===== src/rtl/spc_pkg.sv =====
// Package of the stitch path checker: codes, widths and reset constants.
// No dependencies; imported by every module of the block.
package spc_pkg;

  localparam int unsigned COORD_BITS_DEF     = 21;
  localparam int unsigned CAP_COUNT_BITS_DEF = 16;

  localparam int unsigned CMD_W     = 2;
  localparam int unsigned CAT_W     = 3;
  localparam int unsigned OBJ_W     = 16;
  localparam int unsigned USER_O_W  = 4;
  localparam int unsigned THR_W     = 22;
  localparam int unsigned THR_SQ_W  = 2 * THR_W;
  localparam int unsigned MAXST_W   = 24;
  localparam int unsigned MAXF_W    = 16;
  localparam int unsigned TOTAL_W   = 25;
  localparam int unsigned NUM_CAT   = 5;
  localparam int unsigned SQ_LIM_BITS = 31;

  localparam int unsigned APB_AW = 6;
  localparam int unsigned APB_DW = 64;

  localparam int unsigned FIFO_DEPTH = 8;
  localparam int unsigned FIFO_AW    = $clog2(FIFO_DEPTH);
  localparam int unsigned FIFO_CW    = FIFO_AW + 1;

  localparam logic [THR_W-1:0]    THR_RST    = '1;
  localparam logic [THR_SQ_W-1:0] THR_SQ_RST = THR_SQ_W'(64'd4194303 * 64'd4194303);
  localparam logic [MAXST_W-1:0]  MAXST_RST  = '1;
  localparam logic [MAXF_W-1:0]   MAXF_RST   = '1;
  localparam logic [TOTAL_W-1:0]  TOTAL_MAX  = '1;

  typedef enum logic [CMD_W-1:0] {
    CMD_STITCH = 2'd0,
    CMD_JUMP   = 2'd1,
    CMD_OTHER  = 2'd2,
    CMD_END    = 2'd3
  } cmd_e;

  typedef enum logic [CAT_W-1:0] {
    CAT_SHORT = 3'd0,
    CAT_LONG  = 3'd1,
    CAT_HOOP  = 3'd2,
    CAT_JUMP  = 3'd3,
    CAT_MANY  = 3'd4,
    CAT_EMPTY = 3'd5
  } cat_e;

  typedef enum logic {
    SEV_WARN  = 1'b0,
    SEV_ERROR = 1'b1
  } sev_e;

  typedef enum logic [2:0] {
    REG_MIN_STITCH   = 3'd0,
    REG_MAX_STITCH   = 3'd1,
    REG_MAX_JUMP     = 3'd2,
    REG_MAX_STITCHES = 3'd3,
    REG_MAX_FINDINGS = 3'd4,
    REG_HOOP_EN      = 3'd5,
    REG_HOOP_X       = 3'd6,
    REG_HOOP_Y       = 3'd7
  } reg_e;

endpackage


===== src/rtl/spc_result_fifo.sv =====
// Finding queue of the stitch path checker: up to two writes and one read a cycle.
// Depends on spc_pkg.
module spc_result_fifo import spc_pkg::*; #(
  parameter int unsigned DATA_W = 63
) (
  input  logic              clk_i,
  input  logic              rst_ni,
  input  logic [1:0]        wr_cnt_i,
  input  logic [DATA_W-1:0] wr_data0_i,
  input  logic [DATA_W-1:0] wr_data1_i,
  input  logic              rd_i,
  output logic [DATA_W-1:0] rd_data_o,
  output logic              rd_valid_o,
  output logic [FIFO_CW-1:0] count_o
);

  logic [DATA_W-1:0]  mem [FIFO_DEPTH];
  logic [FIFO_AW-1:0] wr_ptr_q, wr_ptr_d, rd_ptr_q, rd_ptr_d;
  logic [FIFO_CW-1:0] count_q, count_d;

  always_comb begin
    wr_ptr_d = wr_ptr_q + FIFO_AW'(wr_cnt_i);
    rd_ptr_d = rd_ptr_q + FIFO_AW'(rd_i);
    count_d  = count_q + FIFO_CW'(wr_cnt_i) - FIFO_CW'(rd_i);
  end

  always_ff @(posedge clk_i or negedge rst_ni) begin
    if (!rst_ni) begin
      wr_ptr_q <= '0;
      rd_ptr_q <= '0;
      count_q  <= '0;
    end else begin
      wr_ptr_q <= wr_ptr_d;
      rd_ptr_q <= rd_ptr_d;
      count_q  <= count_d;
    end
  end

  always_ff @(posedge clk_i) begin
    if (wr_cnt_i != 2'd0) begin
      mem[wr_ptr_q] <= wr_data0_i;
    end
    if (wr_cnt_i == 2'd2) begin
      mem[FIFO_AW'(wr_ptr_q + FIFO_AW'(1))] <= wr_data1_i;
    end
  end

  assign rd_data_o  = mem[rd_ptr_q];
  assign rd_valid_o = (count_q != '0);
  assign count_o    = count_q;

endmodule


===== config.mk =====
export PLATFORM = sky130hd
export DESIGN_NAME = spc_result_fifo
export DESIGN_NICKNAME = d
export VERILOG_FILES = /design/src/rtl/spc_pkg.sv /design/src/rtl/spc_result_fifo.sv
export SDC_FILE = /design/constraint.sdc
export NUM_CORES = 1
export LEC_CHECK = 0
export BUFFER_PORTS_ARGS = -buffer_cell sky130_fd_sc_hd__buf_2
export CAP_MARGIN = 20
export CORE_ASPECT_RATIO = 1.1
export CORE_MARGIN = 2
export CORE_UTILIZATION = 55
export CTS_CLUSTER_SIZE = 30
export DETAILED_ROUTE_END_ITERATION = 10
export HOLD_SLACK_MARGIN = 0.12
export PLACE_DENSITY = 0.71
export SLEW_MARGIN = 20
export SYNTH_ARGS = -nofsm -noshare
export SYNTH_HDL_FRONTEND = slang
export SYNTH_SLANG_ARGS = --single-unit

===== constraint.sdc =====
create_clock -name clk_i -period 6.85 [get_ports clk_i]
set_input_delay 0 -clock clk_i [delete_from_list [all_inputs] [get_ports clk_i]]
set_output_delay 0 -clock clk_i [all_outputs]
set_load 0.05 [all_outputs]

**Yosys cells after proc, flatten, opt, wreduce, memory -nomap -nowiden**

Memory sizes are Yosys's and may differ from the RTL's.
Cells that the tools add are included.

- Register bits after elaboration: 10
- Bits in latches: 0
- Bits in writable memories: 504
- Memory bits (read-only): 0
- Bits of input ports: 131
- Memories kept: 1

- Add/sub/neg operators: 5
- Multiply operators: 0
- Div/mod/pow operators: 0
- $lt $le $gt $ge: 0
- Eq/ne operators: 1
- Shift-type cells: 0
- Mux-type cells: 4
- Bitwise operators: 0
- Reductions and logical operators: 2

Memories:

| memory | depth | bits a word | rd ports | clocked after memory_dff | wr ports | line | RTL |
|---|---|---|---|---|---|---|---|
| mem | 8 | 63 | 1 | 0 | 2 | spc_result_fifo.sv:17 | `logic [DATA_W-1:0] mem [FIFO_DEPTH];` |

Operators with widths:

| cell | count |
|---|---|
| adder 4 x 2 -> 4 bit | 1 |
| 2-to-1 mux 1 bit | 4 |
| nonzero test 4 bit | 1 |
| subtractor 4 x 1 -> 4 bit | 1 |
| adder 3 x 1 -> 3 bit | 1 |
| adder 3 x 1 -> 3 bit (second input constant) | 1 |
| adder 3 x 2 -> 3 bit | 1 |
| == test 2 bit (second input constant) | 1 |
| nonzero test 2 bit | 1 |

**Logic depth before layout (Yosys ltp)**

- Word-level depth: 3
- Mapped depth: 7
- Depth with buffers taken out: 7

**Worst setup path after synthesis**

Ideal clock, no wire load.

- Path type: reg-to-reg
- Start point: reg wr_ptr_q[0]
- End point: mem mem[0][0] (enable)
- Setup time: 0.577 ns
- Arrival time: 5.324 ns
- Required time: 6.273 ns
- Setup slack: 0.949 ns
- Stages on the path, launching flop included: 3
- Path buffers: 0
- Clock period less this slack: 5.901 ns
- Cells stage by stage: dfrtp_1 o21bai_1 o31ai_1

RTL lines:

| element | line | RTL |
|---|---|---|
| from (decl) | spc_result_fifo.sv:18 | `logic [FIFO_AW-1:0] wr_ptr_q, wr_ptr_d, rd_ptr_q, rd_ptr_d;` |
| from (signal assigned) | spc_result_fifo.sv:33 | `wr_ptr_q <= wr_ptr_d;` |
| to (decl) | spc_result_fifo.sv:17 |  |

==> results_dict.tcl <==
set metrics [dict create \
    relSlewSlack_pct 22.6 \
    placement.io_buffers 198 \
    crit_arrival_ns 4.06 \
    dp_worst_setup_slack_ns 3.41 \
    cts_tree "built" \
    ctsHoldBuffers 194 \
    clock_skew_ns 0.0294 \
    grt_max_degree 99 \
    cp_max_fo 39 \
    viasPerCell 6.08 \
    reg2reg_from "wr_ptr_q[1]" \
    avgRoutedWirePerCell_um 26.0 \
    synthSimpleGateAreaFrac_pct 0.489 \
    critPathKind "reg2reg" \
    synthArstFlopShare_pct 1.95 \
    antenna_found_initial 5 \
    tightest_slew_ns 1.16 \
    synthMuxAreaShare_pct 36.1 \
    fin_crit_ns 3.70 \
    rsz0062_at_grt "no" \
    drt-pass1-iter-count 5 \
    synth-compound-area-share_pct 0.284 \
    hold_viol 0 \
    layout.nets 1884 \
    post-route-period-util_pct 54.0 \
    die_w_um 210 \
    synth_edf_count 504 \
    dieArea_mm2 0.0482 \
    worstHoldPathType "in2reg" \
    grt_usage_pct 26.0 \
    root_buffer "clkbuf_16" \
    yosys_warnings 0 \
    drv_slew 0 \
    dp_hpwl_mm 32.2 \
    synth.distinct_cells 34 \
    cts_buffers 53 \
    area_growth_pct 20.5 \
    timing.fmax_mhz 270 \
    syn_inst 1351 \
    ys_ff_latch 514 \
    cts_resized 0 \
    grt_pass1_vias 15500 \
    yosys_most_used_dff "edfxtp_1" \
    min_from "rd_i" \
    gp_congestion 0.785 \
    cp-startpoint "wr_ptr_q[1]" \
    drc 0 \
    crit_required_ns 7.20 \
    grt_pass1_wl_mm 94.1 \
    end_kind "flip-flop" \
    avgSynthCellArea_um2 18.9 \
    cap_violations 0 \
    power_mw 13.6 \
    syn_nets 1494 \
    yosysSeqAreaShare_pct 60.2 \
    vias 14400 \
    ios 199 \
    p_leak_nw 10.7 \
    synth-adder-area-share_pct 0.646 \
    p_per_area_mw_per_mm2 441 \
    fin_tns_setup_ns 0 \
    status "completed" \
    die_y_um 230 \
    synth_xor_xnor_area_share_pct 0.308 \
    start_kind "flip-flop" \
    cts_sinks 514 \
    ir_drop_uv 373 \
    clock_latency_ns 0.62 \
    synth_top_family_by_area "multiplexers" \
    clkTransAtPathRegs_ns 0.06 \
    num_rows 82 \
    layout-drive-gt1-share_pct 53.8 \
    initial_core_util_pct 55.9 \
    ant_nets 0 \
    setup_ws_ns 3.15 \
    htreeDepth 2 \
    grt-ovfl-total 0 \
    synth_area_mm2 0.0256 \
    clockBufferDepth 3 \
    wl_mm 61.5 \
    drtIter0Drc 1018 \
    design.core.area_mm2 0.0458 \
    post-cts-setup-buffer-count 0 \
    finalSetupViolations 0 \
]
-- stage by stage --
stage	instance area (um^2)	cells	hold slack, ns	util [%]
after floorplan	25600	1351	-0.296	-
after global placement	27200	2074	-0.128	59.4
after detailed placement	27200	2078	-0.119	59.5
after CTS	30800	2364	0.273	67.2
after global routing	30800	2368	0.291	67.3
final	30800	2368	0.291	67.3
-- metal layers --
metal	track usage [%]	share of wire [%]	wire (um)	vias to the layer above
met3	4.21	4.8	2920	89
met5	0	0.062	38	-
met1	33.9	41	25500	7540
met4	6.98	2.1	1280	6
li1	-	-	-	6353
met2	45.5	52	31700	398
-- cells in the final DEF (no fill, tap or decap), drive strengths merged, types with 3 or more instances in the layout --
master,n
nand2,6
ha,10
dfrtp,10
clkbuf,72
xnor2,3
clkinv,18
inv,15
buf,225
mux4,126
xor2,3
mux2,567
edfxtp,504
o21ai,5
nand3,3
dlygate4sd3,194
-- worst max-delay path, cell delays in order, from the launching register on --
cell and delay [ns]:
dfrtp_1 0.48, ha_1 0.51, nand4b_1 0.45, nor2_4 0.18
buf_4 0.58, buf_12 0.31, mux2_2 0.36, dlygate4sd3_1 0.56
-- cell families (layout without fill, tap and decap cells) --
family / after synthesis / after routing
flip-flops: 514 / 514
buffers and inverters: 98 / 525
AO/OA/AOI/OAI: 12 / 12
AND/OR/NAND/NOR: 16 / 16
adder cells (fa/ha/maj): 12 / 12
other: 0 / 2
XOR/XNOR: 6 / 6
multiplexers: 693 / 693
-- area by class of cell --
| type | count | area (um^2) |
|---|---|---|
| tap | 588 | 736 |
| clock inverter | 20 | 134 |
| fill | 3166 | 14900 |
| multi-input combinational | 739 | 9800 |
| timing repair buffer | 419 | 3250 |
| clock buffer | 72 | 1440 |
| inverter | 14 | 52.6 |
| antenna | 2 | 5.00 |
| sequential | 514 | 15400 |
-- synthesized netlist by cell type, types with 5 or more instances --
library cell	instances	area [um^2]
mux2_2	520	5860
buf_6	7	78.8
o21ai_0	5	25.0
buf_4	11	82.6
mux4_2	126	2840
ha_1	10	125
inv_1	14	52.6
buf_2	47	235
dfrtp_1	10	250
mux2_1	47	529
edfxtp_1	504	15100
clkbuf_1	15	56.3
-- path summary, 6_finish.rpt --
path	end	slack (ns)	cells past startpoint
worst max register to register	mem[6][22]	3.15	7
worst min-delay path	rd_ptr_q[0]	0.29	3
max in group asynchronous	rd_ptr_q[0]	6.01	3
worst max-delay path	mem[6][22]	3.15	7
worst min register to register	count_o[3]	0.66	3
min in group asynchronous	wr_ptr_q[2]	0.46	3
-- report_power, final --
group	total [mW]	internal (mW)	switching (mW)
clock network	2.67	1.50	1.18
logic	5.92	2.22	3.69
registers	4.99	4.64	0.344
total	13.6	8.36	5.21
-- state kept, by name, summed over array words and instances, names as in the netlist --
signal / cells
mem: 504
count_o: 4
rd_ptr_q: 3
wr_ptr_q: 3
No activity file was read; power rests on OpenSTA's default activity.
